--- config.mk ---
export PLATFORM = sky130hd
export DESIGN_NAME = brace_matcher_skipping_comments
export DESIGN_NICKNAME = d
export VERILOG_FILES = /design/src/hdl/bmsc_pkg.sv /design/src/hdl/brace_matcher_skipping_comments.sv /design/src/hdl/bmsc_lex.sv
export SDC_FILE = /design/constraint.sdc
export NUM_CORES = 1
export LEC_CHECK = 0
export BUFFER_PORTS_ARGS = -buffer_cell sky130_fd_sc_hd__buf_4
export CELL_PAD_IN_SITES_DETAIL_PLACEMENT = 1
export CELL_PAD_IN_SITES_GLOBAL_PLACEMENT = 2
export CORE_MARGIN = 10
export CORE_UTILIZATION = 38
export CTS_BUF_LIST = sky130_fd_sc_hd__clkbuf_2 sky130_fd_sc_hd__clkbuf_4 sky130_fd_sc_hd__clkbuf_8
export DETAILED_ROUTE_END_ITERATION = 10
export PLACE_DENSITY = 0.84
export SLEW_MARGIN = 10
export SYNTH_ARGS = -nofsm -noshare
export SYNTH_HDL_FRONTEND = slang
export SYNTH_SLANG_ARGS = --single-unit
--- constraint.sdc ---
create_clock -name clk_i -period 5.7 [get_ports clk_i]
set_input_delay 0.57 -clock clk_i [delete_from_list [all_inputs] [get_ports clk_i]]
set_output_delay 0.57 -clock clk_i [all_outputs]
set_load 0.005 [all_outputs]
--- src/hdl/bmsc_pkg.sv ---
// ----------------------------------------------------------------------------
// bmsc_pkg
// Shared codes, character constants and types for the brace matcher.
// ----------------------------------------------------------------------------
package bmsc_pkg;

  localparam int unsigned CharBits = 16;
  localparam int unsigned ModeBits = 3;
  localparam int unsigned OutOffBits = 16;

  // lexer modes
  localparam logic [ModeBits-1:0] MODE_NORMAL     = 3'd0;
  localparam logic [ModeBits-1:0] MODE_SLASH      = 3'd1;
  localparam logic [ModeBits-1:0] MODE_LINE       = 3'd2;
  localparam logic [ModeBits-1:0] MODE_BLOCK      = 3'd3;
  localparam logic [ModeBits-1:0] MODE_BLOCK_STAR = 3'd4;
  localparam logic [ModeBits-1:0] MODE_QUOTE      = 3'd5;
  localparam logic [ModeBits-1:0] MODE_QUOTE_ESC  = 3'd6;
  localparam logic [ModeBits-1:0] MODE_DONE       = 3'd7;

  // character codes
  localparam logic [CharBits-1:0] CH_LBRACE = 16'h007B;
  localparam logic [CharBits-1:0] CH_RBRACE = 16'h007D;
  localparam logic [CharBits-1:0] CH_BSLASH = 16'h005C;
  localparam logic [CharBits-1:0] CH_DQUOTE = 16'h0022;
  localparam logic [CharBits-1:0] CH_SQUOTE = 16'h0027;
  localparam logic [CharBits-1:0] CH_STAR   = 16'h002A;
  localparam logic [CharBits-1:0] CH_SLASH  = 16'h002F;
  localparam logic [CharBits-1:0] CH_NL     = 16'h000A;

  localparam logic [OutOffBits-1:0] OUT_OFF_MAX = 16'hFFFF;

  typedef struct packed {
    logic emit;
    logic found;
  } lex_res_t;

endpackage

--- src/hdl/brace_matcher_skipping_comments.sv ---
// ----------------------------------------------------------------------------
// brace_matcher_skipping_comments
// Finds the brace that closes the one at the search start, skipping comments,
// strings and character literals.
// ----------------------------------------------------------------------------
// Takes one 16-bit code unit per cycle and keeps that rate without gaps as
// long as the result side takes its item when offered. Every character passes
// an input register, combinational lexer logic that updates mode, depth and
// offset, and a result register, in that order. A search gives at most one
// result: the closing brace offset, or not-found at the character flagged as
// the end. Characters after a result are dropped until the next start flag.
module brace_matcher_skipping_comments #(
  parameter int unsigned DEPTH_BITS  = 16,
  parameter int unsigned OFFSET_BITS = 16
) (
  input  logic                            clk_i,
  input  logic                            rst_ni,
  input  logic                            in_valid_i,
  output logic                            in_ready_o,
  input  logic [bmsc_pkg::CharBits-1:0]   char_code_i,
  input  logic                            start_flag_i,
  input  logic                            end_flag_i,
  output logic                            out_valid_o,
  input  logic                            out_ready_i,
  output logic                            found_o,
  output logic [bmsc_pkg::OutOffBits-1:0] match_offset_o
);
  import bmsc_pkg::*;

  logic                         in_vld_q, in_vld_d;
  logic [CharBits-1:0]          char_q;
  logic                         start_q;
  logic                         end_q;
  logic                         advance;
  logic                         in_acc;

  logic [ModeBits-1:0]          mode_q, mode_d;
  logic                         quote_q, quote_d;
  logic signed [DEPTH_BITS-1:0] depth_q, depth_d;
  logic [OFFSET_BITS-1:0]       offset_q, offset_d;
  lex_res_t                     res;

  logic                         out_vld_q, out_vld_d;
  logic                         found_q;
  logic [OutOffBits-1:0]        moff_q, moff_d;

  assign advance    = in_vld_q && (!out_vld_q || out_ready_i);
  assign in_ready_o = !in_vld_q || advance;
  assign in_acc     = in_valid_i && in_ready_o;
  assign in_vld_d   = in_acc ? 1'b1 : (advance ? 1'b0 : in_vld_q);

  bmsc_lex #(
    .DEPTH_BITS (DEPTH_BITS),
    .OFFSET_BITS(OFFSET_BITS)
  ) u_lex (
    .char_code_i (char_q),
    .start_flag_i(start_q),
    .end_flag_i  (end_q),
    .mode_i      (mode_q),
    .quote_dbl_i (quote_q),
    .depth_i     (depth_q),
    .offset_i    (offset_q),
    .mode_o      (mode_d),
    .quote_dbl_o (quote_d),
    .depth_o     (depth_d),
    .offset_o    (offset_d),
    .res_o       (res)
  );

  // offset as reported: saturated or widened to the output width
  if (OFFSET_BITS > OutOffBits) begin : g_off_sat
    assign moff_d = (|offset_q[OFFSET_BITS-1:OutOffBits]) ? OUT_OFF_MAX
                                                          : offset_q[OutOffBits-1:0];
  end else begin : g_off_ext
    assign moff_d = OutOffBits'(offset_q);
  end

  always_comb begin
    out_vld_d = out_vld_q;
    if (out_vld_q && out_ready_i) out_vld_d = 1'b0;
    if (advance && res.emit) out_vld_d = 1'b1;
  end

  always_ff @(posedge clk_i or negedge rst_ni) begin
    if (!rst_ni) begin
      in_vld_q  <= 1'b0;
      out_vld_q <= 1'b0;
      mode_q    <= MODE_NORMAL;
      quote_q   <= 1'b0;
      depth_q   <= '0;
      offset_q  <= '0;
    end else begin
      in_vld_q  <= in_vld_d;
      out_vld_q <= out_vld_d;
      if (advance) begin
        mode_q   <= mode_d;
        quote_q  <= quote_d;
        depth_q  <= depth_d;
        offset_q <= offset_d;
      end
    end
  end

  always_ff @(posedge clk_i) begin
    if (in_acc) begin
      char_q  <= char_code_i;
      start_q <= start_flag_i;
      end_q   <= end_flag_i;
    end
    if (advance && res.emit) begin
      found_q <= res.found;
      moff_q  <= res.found ? moff_d : '0;
    end
  end

  // the reported offset is the offset register at the closing brace; a hit does not increment it
  assign out_valid_o    = out_vld_q;
  assign found_o        = found_q;
  assign match_offset_o = moff_q;

endmodule

--- src/hdl/bmsc_lex.sv ---
// ----------------------------------------------------------------------------
// bmsc_lex
// One-character lexer step: next mode, quote kind, depth and offset, and the result flags.
// ----------------------------------------------------------------------------
module bmsc_lex #(
  parameter int unsigned DEPTH_BITS  = 16,
  parameter int unsigned OFFSET_BITS = 16
) (
  input  logic [bmsc_pkg::CharBits-1:0] char_code_i,
  input  logic                          start_flag_i,
  input  logic                          end_flag_i,
  input  logic [bmsc_pkg::ModeBits-1:0] mode_i,
  input  logic                          quote_dbl_i,
  input  logic signed [DEPTH_BITS-1:0]  depth_i,
  input  logic [OFFSET_BITS-1:0]        offset_i,
  output logic [bmsc_pkg::ModeBits-1:0] mode_o,
  output logic                          quote_dbl_o,
  output logic signed [DEPTH_BITS-1:0]  depth_o,
  output logic [OFFSET_BITS-1:0]        offset_o,
  output bmsc_pkg::lex_res_t            res_o
);
  import bmsc_pkg::*;

  localparam logic signed [DEPTH_BITS-1:0] DepthMax = {1'b0, {(DEPTH_BITS-1){1'b1}}};
  localparam logic signed [DEPTH_BITS-1:0] DepthMin = {1'b1, {(DEPTH_BITS-1){1'b0}}};
  localparam logic signed [DEPTH_BITS-1:0] DepthOne = {{(DEPTH_BITS-1){1'b0}}, 1'b1};
  localparam logic [OFFSET_BITS-1:0]       OffMax   = {OFFSET_BITS{1'b1}};
  localparam logic [OFFSET_BITS-1:0]       OffOne   = {{(OFFSET_BITS-1){1'b0}}, 1'b1};

  logic [ModeBits-1:0]          mode_c;
  logic                         quote_c;
  logic signed [DEPTH_BITS-1:0] depth_c;
  logic [OFFSET_BITS-1:0]       offset_c;
  logic                         plain;
  logic                         hit;
  logic [CharBits-1:0]          close_ch;

  always_comb begin
    // start clears the search state before the character is looked at
    mode_c   = start_flag_i ? MODE_NORMAL : mode_i;
    quote_c  = start_flag_i ? 1'b0 : quote_dbl_i;
    depth_c  = start_flag_i ? '0 : depth_i;
    offset_c = start_flag_i ? '0 : offset_i;

    mode_o      = mode_c;
    quote_dbl_o = quote_c;
    depth_o     = depth_c;
    offset_o    = offset_c;
    plain       = 1'b0;
    hit         = 1'b0;
    close_ch    = quote_c ? CH_DQUOTE : CH_SQUOTE;
    res_o       = '0;

    case (mode_c)
      MODE_SLASH: begin
        if (char_code_i == CH_SLASH) begin
          mode_o = MODE_LINE;
        end else if (char_code_i == CH_STAR) begin
          mode_o = MODE_BLOCK;
        end else begin
          mode_o = MODE_NORMAL;
          plain  = 1'b1;
        end
      end
      MODE_LINE: begin
        if (char_code_i == CH_NL) mode_o = MODE_NORMAL;
      end
      MODE_BLOCK: begin
        if (char_code_i == CH_STAR) mode_o = MODE_BLOCK_STAR;
      end
      MODE_BLOCK_STAR: begin
        if (char_code_i == CH_SLASH) begin
          mode_o = MODE_NORMAL;
        end else if (char_code_i != CH_STAR) begin
          mode_o = MODE_BLOCK;
        end
      end
      MODE_QUOTE: begin
        if (char_code_i == CH_BSLASH) begin
          mode_o = MODE_QUOTE_ESC;
        end else if (char_code_i == close_ch) begin
          mode_o = MODE_NORMAL;
        end
      end
      MODE_QUOTE_ESC: mode_o = MODE_QUOTE;
      MODE_DONE:      mode_o = MODE_DONE;
      default:        plain = 1'b1;
    endcase

    if (plain) begin
      if (char_code_i == CH_SLASH) begin
        mode_o = MODE_SLASH;
      end else if (char_code_i == CH_DQUOTE || char_code_i == CH_SQUOTE) begin
        mode_o      = MODE_QUOTE;
        quote_dbl_o = (char_code_i == CH_DQUOTE);
      end else if (char_code_i == CH_LBRACE) begin
        if (depth_c != DepthMax) depth_o = depth_c + DepthOne;
      end else if (char_code_i == CH_RBRACE) begin
        if (depth_c != DepthMin) depth_o = depth_c - DepthOne;
        hit = (depth_o == '0);
      end
    end

    if (mode_c != MODE_DONE) begin
      if (hit) begin
        mode_o    = MODE_DONE;
        res_o     = '{emit: 1'b1, found: 1'b1};
      end else begin
        if (offset_c != OffMax) offset_o = offset_c + OffOne;
        if (end_flag_i) begin
          mode_o = MODE_DONE;
          res_o  = '{emit: 1'b1, found: 1'b0};
        end
      end
    end
  end

endmodule

# [Yosys cells after proc, flatten, opt, wreduce, memory -nomap -nowiden]
# Index checks and enable logic that the tools add are counted.
# Widths: inputs -> output; s select.
[classes] reduce_logical=13 muxes=53 eq_ne=21 n_bitwise=0 n_lt_le_gt_ge=0 n_div=0 n_shift=0 addsub=3 multipliers=0
[op_table] cell="$mux 16" count=17
[op_table] cell="$eq 16x6->1 const B" count=4
[op_table] cell="$eq 16x7->1 const B" count=3
[op_table] cell="$ne 16x16->1 const B" count=3
[op_table] cell="$mux 3" count=15
[op_table] cell="$pmux 3 s7" count=1
[op_table] cell="$add 16x1->16 const B" count=1
[op_table] cell="$add 16x2->16 const B" count=1
[op_table] cell="$eq 16x16->1" count=1
[op_table] cell="$eq 16x4->1 const B" count=1
[op_table] cell="$logic_not 16->1" count=1
[op_table] cell="$ne 16x6->1 const B" count=1
[op_table] cell="$sub 16x2->16 const B" count=1
[op_table] cell="$mux 1" count=15
[op_table] cell="$eq 3x3->1 const B" count=4
[op_table] cell="$mux 2" count=4
[op_table] cell="$eq 3x2->1 const B" count=2
[op_table] cell="$reduce_or 6->1" count=1
[op_table] cell="$logic_and 1x1->1" count=4
[op_table] cell="$reduce_bool 2->1" count=2
[op_table] cell="$eq 3x1->1 const B" count=1
[op_table] cell="$logic_or 1x1->1" count=3
[op_table] cell="$ne 3x3->1 const B" count=1
[op_table] cell="$logic_not 1->1" count=2
[op_table] cell="$pmux 1 s2" count=1
[word_totals] n_memories=0 output_inout_bits=19 input_bits=22 ram_bits=0 reg_bits=73 word_cells=101 rom_bits=0 latch_bits=0

# [Depth between registers and ports, before layout]
# Gate-level depths: netlist (run 1).
[depth] ltp_word=18 mapped_depth=17 mapped_depth_nobuf=12

# [Cells and area by module]
# A second synthesis (run 1) with hierarchy kept.
[unflattened] hier_cells=501 hier_area_um2=4958.5
[modules_own_cells] mod="brace_matcher_skipping_comments" area_each_um2=2745.1 cells_per_inst=138 n_inst=1 seq_area_each_um2=2001.9
[modules_own_cells] mod="bmsc_lex" area_each_um2=2213.4 cells_per_inst=363 n_inst=1 seq_area_each_um2=0.0

# [Worst setup path before layout (run 1)]
# No wires, ideal clock.
[synth_timing] kind="register -> register" startpoint="register start_q" endpoint="register found_q, in the netlist found_o (enable)" arrival_time_ns=3.918 period_less_slack_ns=4.308 path_slack_ns=1.392 t_required_ns=5.310 path_stages_with_launch=16 setup_ns=0.390 n_path_buf=3 cell_sequence="edfxtp_1 > clkbuf_1 > inv_1 > nand2_1 > ha_1 > clkbuf_1 > nand2b_1 > or4b_2 > o211ai_1 > o2111ai_1 > or4_1 > or3_4 > inv_6 > buf_12 > a21oi_1 > nor2_1"
[synth_between] elab_chain_cells=17 word_cells_on_any_way=29 cone_classes="1 x add/sub; 9 x eq/ne; 16 x mux; 3 x reduce/logical"
[synth_lines] item="start: declaration" line_no="brace_matcher_skipping_comments.sv:32" text="logic start_q;"
[synth_lines] item="start signal: assignment" line_no="brace_matcher_skipping_comments.sv:107" text="start_q <= start_flag_i;"
[synth_lines] item="$mux 16" line_no="bmsc_lex.sv:42" text="depth_c = start_flag_i ? '0 : depth_i;"
[synth_lines] item="$sub 16x2->16 / $ne 16x16->1 (equally long branches)" line_no="bmsc_lex.sv:99" text="if (depth_c != DepthMin) depth_o = depth_c - DepthOne;"
[synth_lines] item="$mux 16" line_no="bmsc_lex.sv:99"
[synth_lines] item="$mux 16" line_no="bmsc_lex.sv:98" text="end else if (char_code_i == CH_RBRACE) begin"
[synth_lines] item="$mux 16" line_no="bmsc_lex.sv:96" text="end else if (char_code_i == CH_LBRACE) begin"
[synth_lines] item="$mux 16" line_no="bmsc_lex.sv:93" text="end else if (char_code_i == CH_DQUOTE || char_code_i == CH_SQUOTE) begin"
[synth_lines] item="$mux 16" line_no="bmsc_lex.sv:91" text="if (char_code_i == CH_SLASH) begin"
[synth_lines] item="$mux 16" line_no="bmsc_lex.sv:90" text="if (plain) begin"
[synth_lines] item="$logic_not 16->1" line_no="bmsc_lex.sv:100" text="hit = (depth_o == '0);"
[synth_lines] item="$mux 1" line_no="bmsc_lex.sv:98"
[synth_lines] item="$mux 1" line_no="bmsc_lex.sv:96"
[synth_lines] item="$mux 1" line_no="bmsc_lex.sv:93"
[synth_lines] item="$mux 1" line_no="bmsc_lex.sv:91"
[synth_lines] item="$mux 1" line_no="bmsc_lex.sv:90"
[synth_lines] item="$mux 2" line_no="bmsc_lex.sv:105" text="if (hit) begin"
[synth_lines] item="$mux 2 *" line_no="bmsc_lex.sv:104" text="if (mode_c != MODE_DONE) begin"
[synth_lines] item="$logic_and 1x1->1 *" line_no="brace_matcher_skipping_comments.sv:110" text="if (advance && res.emit) begin"
[synth_lines] item="end signal: assignment" line_no="brace_matcher_skipping_comments.sv:111" text="found_q <= res.found;"
[synth_lines] item="end: declaration" line_no="brace_matcher_skipping_comments.sv:44" text="logic found_q;"
# Every way passes the cells marked *; elsewhere a longest branch is shown, timed or not. The select of a mux whose other input is x is not followed.
# A chain may end at the register's enable or synchronous reset.

# [Worst setup path in the final report (run 1)]
[layout_timing] startpoint="register depth_q[9]" endpoint="register moff_q[12], in the netlist match_offset_o[12] (enable)"
[layout_between] elab_chain_cells=17 word_cells_on_any_way=18 cone_classes="1 x add/sub; 1 x eq/ne; 14 x mux; 2 x reduce/logical"
[layout_lines] item="start: declaration" line_no="brace_matcher_skipping_comments.sv:39" text="logic signed [DEPTH_BITS-1:0] depth_q, depth_d;"
[layout_lines] item="start signal: assignment" line_no="brace_matcher_skipping_comments.sv:98" text="depth_q <= depth_d;"
[layout_lines] item="$mux 16 *" line_no="bmsc_lex.sv:42"
[layout_lines] item="$sub 16x2->16 / $ne 16x16->1 (equally long branches)" line_no="bmsc_lex.sv:99"
[layout_lines] item="$mux 16 *" line_no="bmsc_lex.sv:99"
[layout_lines] item="$mux 16 *" line_no="bmsc_lex.sv:98"
[layout_lines] item="$mux 16 *" line_no="bmsc_lex.sv:96"
[layout_lines] item="$mux 16 *" line_no="bmsc_lex.sv:93"
[layout_lines] item="$mux 16 *" line_no="bmsc_lex.sv:91"
[layout_lines] item="$mux 16 *" line_no="bmsc_lex.sv:90"
[layout_lines] item="$logic_not 16->1 *" line_no="bmsc_lex.sv:100"
[layout_lines] item="$mux 1 *" line_no="bmsc_lex.sv:98"
[layout_lines] item="$mux 1 *" line_no="bmsc_lex.sv:96"
[layout_lines] item="$mux 1 *" line_no="bmsc_lex.sv:93"
[layout_lines] item="$mux 1 *" line_no="bmsc_lex.sv:91"
[layout_lines] item="$mux 1 *" line_no="bmsc_lex.sv:90"
[layout_lines] item="$mux 2 *" line_no="bmsc_lex.sv:105"
[layout_lines] item="$mux 2 *" line_no="bmsc_lex.sv:104"
[layout_lines] item="$logic_and 1x1->1 *" line_no="brace_matcher_skipping_comments.sv:110"
[layout_lines] item="end signal: assignment" line_no="brace_matcher_skipping_comments.sv:112" text="moff_q <= res.found ? moff_d : '0;"
[layout_lines] item="end: declaration" line_no="brace_matcher_skipping_comments.sv:45" text="logic [OutOffBits-1:0] moff_q, moff_d;"
# Marks and branches as above.

==> impl_metrics.toml, run 1 <==
[timing]
hold-worst-slack_ns = 0.178
maxClockFrequency_mhz = 244
tightestPinTransition_ns = 0.880
fin_crit_sh_pct = 71.8
report.final.setup_viol = 0
clock-skew-final_ns = 0.0156
finalWorstSetupSlack_ns = 1.61
maxSlewViolCount = 0
max-slew-margin-rel_pct = 41.2
hold_violations = 0
accumulated_negative_setup_slack_ns = 0
post-route-min-period_ns = 4.09
grt_setup_unrepaired = "no"

[worst_setup_path]
worst-setup-path-type = "reg2reg"
critical-path-slowest-cell = "nor4_2"
timing.critical_path.from_type = "flop"
largest_incremental_delay_on_the_critical_path_ns = 0.70
worstRegToRegCells = 10
crit_path_max_fanout = 27
crit-reg2reg-launch = "depth_q[9]$_DFFE_PN0P_"
critical_path_arrival_ns = 4.17
worst_r2r_endpoint = "match_offset_o[12]$_SDFFCE_PN0P_"
required_ns = 5.77
crit_path_cell_trace = "nor4_2 -> a21oi_1 -> nor2_1 -> o2111ai_1 -> or4_1 -> or3_4 -> inv_6 -> a21oi_1 -> nor2_1 -> buf_4"
cp-end-kind = "flop"
setup.reg_to_reg.worst_slack_ns = 1.61

[global_route]
global_route_wire_length_before_repair_um = 26800
vias_in_the_first_global_route = 4911
globalRoute.totalOverflow = 0
largest_net_degree_at_the_start_of_global_routing = 65
grt.total_usage_pct = 18.4
antenna_found_initial = 0

[floorplan]
core_region_area_um2 = 12700
ioPinCount = 41
dieHeight_um = 134
die-area_um2 = 18000
die_width_um = 134
floorplan.initialDensity_pct = 39.0
placement_rows = 41

[drt]
detail_route.iter0.violations = 374
route.detailed.drc = 0
ant_nets = 0
drt_pre_antenna_iters = 5
route.detailed.vias_per_inst = 6.17
finalWirelength_um = 16500
dr_total_vias = 4701
avgRoutedWirePerCell_um = 21.6

[layout]
layout.cell_area.non_filler_um2 = 5510
num-nets-final = 610
area_grow_syn2layout_pct = 11.5
drive_gt1_share_pct = 14.1
final_util_pct = 43.5
antenna_cells_inserted = 0

[placement]
gp_congestion = 0.942
post-place-ws_ns = 1.65
dpl_cell_area_um2 = 5320
hpwlAfterDp_um = 11800
port_buffers = 40

[pwr]
internal-power_mw = 0.941
comb_power_share_pct = 27.4
vdd_ir_drop_max_mv = 0.186
sw_frac_of_total_pct = 36.9
cellLeakagePower_nw = 2.10
power.share.sequential_pct = 45.5
clock_power_share_pct = 27.1
netSwitchingPower_mw = 0.550
power-per-cell-area_nw_per_um2 = 271

[clock_network]
cts_buffer_depth = 2
clock_sink_count = 73
clockRootBuffer = "clkbuf_8"
holdBufCountCts = 0
cts_tree = "yes"
latest_clock_arrival_within_the_worst_skew_pair_ns = 0.38
clock_pin_transition_on_the_worst_setup_and_hold_timing_paths_ns = 0.10
ctsResizeCount = 0
cts-buffers-inserted = 9
cts_setup_buffers = 0
clock_tree.htree_level_count = 3

[job]
number_of_maximum_capacitance_violations = 0

[synthesis]
netlist_top_cells_area = "edfxtp_1 (21%), dfrtp_1 (19%), nand2_1 (4.6%)"
synth_flop_cell = "dfrtp_1"
synthesis.nets = 594
synth_top_cell_by_area = "edfxtp_1"
syn-mean-instance-area_um2 = 8.69
post_synth_edffs = 35
ys_async_sr_fraction_pct = 52.1
cells_after_synth = 569
yosys_warnings = 0
synth.distinct_cells = 73
yosysMostFrequentCell = "nand2_1"
synth-seq-cells = 73
portion_of_the_post_synthesis_area_used_by_sequential_elements_pct = 40.5
synth_area_um2 = 4940
synth_commonest_cells = "nand2_1 (61), nor2_1 (52), dfrtp_1 (38)"
synthDominantCellAreaShare_pct = 21.3

[outcome]
outcome = "finished, final reports clean"

[worst_hold_path]
hold_path_class = "in2async"
==> critical path: cells and delay by family, from the launching register on <==
| family | cells | cell delay, ns |
|---|---|---|
| AO/OA/AOI/OAI | 3 | 0.60 |
| flip-flops | 1 | 0.51 |
| AND/OR/NAND/NOR | 5 | 2.21 |
| buffers and inverters | 2 | 0.44 |
==> state kept, by name, summed over array words and instances (netlist names) <==
| name | flops |
|---|---|
| char_q | 16 |
| quote_q | 1 |
| out_valid_o | 1 |
| mode_q | 3 |
| moff_d | 16 |
| depth_q | 16 |
| end_q | 1 |
| found_o | 1 |
| start_q | 1 |
| match_offset_o | 16 |
| in_vld_q | 1 |
==> routing by layer <==
layer | vias to the layer above | global-route usage, % | routed length [µm]
met1 | 2386 | 23.3 | 7400
met5 | - | 0 | 0
met3 | 21 | 4.03 | 867
met4 | 0 | 6.05 | 301
met2 | 133 | 30.3 | 7890
li1 | 2161 | - | -
==> metrics by stage <==
stage | power [mW] | std cells
floorplan | 0.947 | 569
global placement | 1.09 | 746
detailed placement | 1.09 | 746
CTS | 1.50 | 762
global route | 1.58 | 762
finish | 1.49 | 762
==> cell type report <==
cell class,count,area [µm²]
inverters,10,42.5
flip-flops and latches,73,2000
clock inverters,7,62.6
multi-input cells,445,2720
repair buffers,46,345
well taps,172,215
fillers,1496,7160
clock buffers,9,124
==> power by group through the flow <==
stage               combinational [mW]  clock (mW)  sequential [mW]
detailed placement               0.402           0            0.690
global placement                 0.399           0            0.687
finish                           0.408       0.404            0.679
global route                     0.450       0.437            0.691
CTS                              0.406       0.415            0.679
floorplan                        0.292           0            0.655
==> kinds of logic (layout without fill, tap and decap cells) <==
kind of cell | after synthesis | in the layout | share of synthesized area, %
fa+ha+maj | 3 | 3 | 0.759
xor+xnor | 12 | 12 | 2.13
simple gates | 286 | 286 | 32.1
flops | 73 | 73 | 40.5
compound gates | 140 | 140 | 19.2
buf+inv | 51 | 72 | 4.53
mux | 4 | 4 | 0.860
==> layout by cell type (no fill, tap or decap), types with 5 or more instances in the layout <==
cell      synthesis  routed
a21o_1            5       5
edfxtp_1         35      35
nor4_1            6       6
xnor2_1           9       9
nor3_1           20      20
and3_1           11      11
a21oi_1          33      33
nand4_1          19      19
a31oi_1           9       9
nor3b_1          11      11
and2_1           22      22
nand2b_1          8       8
nand2_1          61      61
o21ai_0          31      31
buf_4             0      46
nand3_1          25      25
inv_1             9       9
nor2b_1          11      11
nor2_1           52      52
dfrtp_1          38      38
or3_1             6       6
clkbuf_8          0       9
nand4b_1          6       6
==> how the worst max path moves through the flow <==
stage	startpoint	endpoint	cells after the start
2_1_floorplan	start_q$_DFFE_PP_	found_o$_DFFE_PP_	15
3_3_place_gp	char_q[13]$_DFFE_PP_	match_offset_o[14]$_SDFFCE_PN0P_	10
3_5_place_dp	start_q$_DFFE_PP_	match_offset_o[12]$_SDFFCE_PN0P_	11
4_1_cts	start_q$_DFFE_PP_	match_offset_o[12]$_SDFFCE_PN0P_	11
5_1_grt	char_q[13]$_DFFE_PP_	match_offset_o[9]$_SDFFCE_PN0P_	10
6_report	depth_q[9]$_DFFE_PN0P_	match_offset_o[12]$_SDFFCE_PN0P_	10
(Power assumes the default switching activity.)
==> run 2, diff against run 1 <==
==> constraint.sdc (replaced) <==
create_clock -name clk_i -period 3.8 [get_ports clk_i]
set_input_delay 0.38 -clock clk_i [delete_from_list [all_inputs] [get_ports clk_i]]
set_output_delay 0.38 -clock clk_i [all_outputs]
set_load 0.005 [all_outputs]
==> run 2 against run 1 <==
  * Sequential power increased by 47%
  * Global-route usage about the same
  * Clock skew decreased by 0.0077 ns
  * Worst hold slack got worse by 0.18 ns
  * Non-clock buffer count grew 41
  * Critical path type unchanged
==> impl_metrics.toml, run 2 (synthesis results as in run 1) <==
[outcome]
outcome = "finished, final reports clean"

[pwr]
vdd_ir_drop_max_mv = 0.282
clock_power_share_pct = 27.0
power-per-cell-area_nw_per_um2 = 394
internal-power_mw = 1.52
cellLeakagePower_nw = 2.33
netSwitchingPower_mw = 0.787
power.share.sequential_pct = 43.5
totalPowerFinal_mw = 2.31
comb_power_share_pct = 29.5
sw_frac_of_total_pct = 34.1

[timing]
post-route-min-period_ns = 3.62
maxSlewViolCount = 0
hold_violations = 0
grt_setup_unrepaired = "no"
accumulated_negative_setup_slack_ns = 0
fin_crit_sh_pct = 95.1
clock-skew-final_ns = 0.00792
tightestPinTransition_ns = 1.02
hold-worst-slack_ns = 0.00108
max-slew-margin-rel_pct = 31.7
report.final.setup_viol = 0
maxClockFrequency_mhz = 277

[placement]
gp_congestion = 0.941
hpwlAfterDp_um = 12400
port_buffers = 40
placedCellCount = 787

[clock_network]
ctsResizeCount = 0
latest_clock_arrival_within_the_worst_skew_pair_ns = 0.35
cts_buffer_depth = 2
clockRootBuffer = "clkbuf_8"
holdBufCountCts = 0
cts_setup_buffers = 0
clock_tree.htree_level_count = 3
cts-buffers-inserted = 9
clock_sink_count = 73
clock_pin_transition_on_the_worst_setup_and_hold_timing_paths_ns = 0.08
cts_tree = "yes"

[drt]
detail_route.iter0.violations = 333
avgRoutedWirePerCell_um = 20.4
drt_pre_antenna_iters = 4
dr_total_vias = 4807
finalWirelength_um = 16400
route.detailed.drc = 0
route.detailed.vias_per_inst = 5.99
ant_nets = 0

[layout]
final_util_pct = 46.2
antenna_cells_inserted = 0
num-nets-final = 651
final_cells = 803
layout_common_cells = "buf_4 (86), nand2_1 (61), nor2_1 (51)"
area_grow_syn2layout_pct = 18.4
mostFrequentLayoutCell = "buf_4"
drive_gt1_share_pct = 19.7

[worst_setup_path]
timing.critical_path.from_type = "flop"
critical_path_arrival_ns = 3.68
largest_incremental_delay_on_the_critical_path_ns = 0.65
worst-setup-path-type = "reg2reg"
path_delay_family = "simple AND/OR/NAND/NOR gates"
critPathBufInv = 2
required_ns = 3.86
crit_path_cell_trace = "nor4_4 -> or4b_2 -> o211ai_1 -> o2111ai_1 -> or4_1 -> or3_4 -> inv_6 -> a21oi_1 -> nor2_4 -> buf_12"
cp-end-kind = "flop"
critical-path-slowest-cell = "or4b_2"
crit_path_max_fanout = 17

[floorplan]
die_width_um = 134
floorplan.initialDensity_pct = 39.0
placement_rows = 41
core_region_area_um2 = 12700
die-area_um2 = 18000
ioPinCount = 41
dieHeight_um = 134

[global_route]
vias_in_the_first_global_route = 4956
antenna_found_initial = 0
global_route_wire_length_before_repair_um = 26900
globalRoute.totalOverflow = 0
grt.total_usage_pct = 18.4
largest_net_degree_at_the_start_of_global_routing = 39

[job]
number_of_maximum_capacitance_violations = 0

[worst_hold_path]
hold_path_class = "in2async"
-- run 2: cell types whose count changed in the layout (fill, tap and decap cells not counted), sizes merged --
cell	delta
buf	+41
bufinv	+1
clkbuf	+2
clkinv	+4
clkinvlp	-3
inv	-4
-- run 2: layout make-up --
| type | instances | area [µm²] |
|---|---|---|
| fillers | 1504 | 6820 |
| multi-input cells | 445 | 2740 |
| clock inverters | 5 | 56.3 |
| flip-flops and latches | 73 | 2000 |
| inverters | 10 | 42.5 |
| well taps | 172 | 215 |
| clock buffers | 11 | 139 |
| repair buffers | 87 | 666 |
-- run 2: path summary, 6_finish.rpt --
check / start / to / slack, ns / cells after the start
max: depth_q[4]$_DFFE_PN0P_ / match_offset_o[7]$_SDFFCE_PN0P_ / 0.18 / 10
min: rst_ni / depth_q[15]$_DFFE_PN0P_ / 0.001 / 1
max reg2reg: depth_q[4]$_DFFE_PN0P_ / match_offset_o[7]$_SDFFCE_PN0P_ / 0.18 / 10
min reg2reg: moff_d[1]$_DFFE_PN0P_ / moff_d[1]$_DFFE_PN0P_ / 0.56 / 1
max in group asynchronous: rst_ni / depth_q[13]$_DFFE_PN0P_ / 3.42 / 1
min in group clk_i: char_code_i[5] / char_q[5]$_DFFE_PP_ / 0.20 / 1
-- run 2: stage by stage --
step / cell area, µm² / worst slack, ns
2_1_floorplan: 4960 / 0.0206
3_3_place_gp: 5650 / 0.178
3_5_place_dp: 5650 / 0.149
4_1_cts: 5850 / 0.136
5_1_grt: 5860 / 0.0302
6_report: 5860 / 0.185
-- run 2: routing by layer --
metal	global-route usage, %	wire length, µm	vias up
met2	30.8	7970	116
met4	4.41	248	0
li1	-	-	2242
met3	4.00	695	21
met5	0	0	-
met1	23.6	7460	2428
-- run 2: power groups by stage --
| stage | logic (mW) | registers, mW | clock network, mW |
|---|---|---|---|
| floorplan | 0.440 | 0.982 | 0 |
| global placement | 0.660 | 1.01 | 0 |
| detailed placement | 0.673 | 1.02 | 0 |
| CTS | 0.678 | 1.00 | 0.636 |
| global route | 0.752 | 1.02 | 0.671 |
| finish | 0.680 | 1.00 | 0.622 |
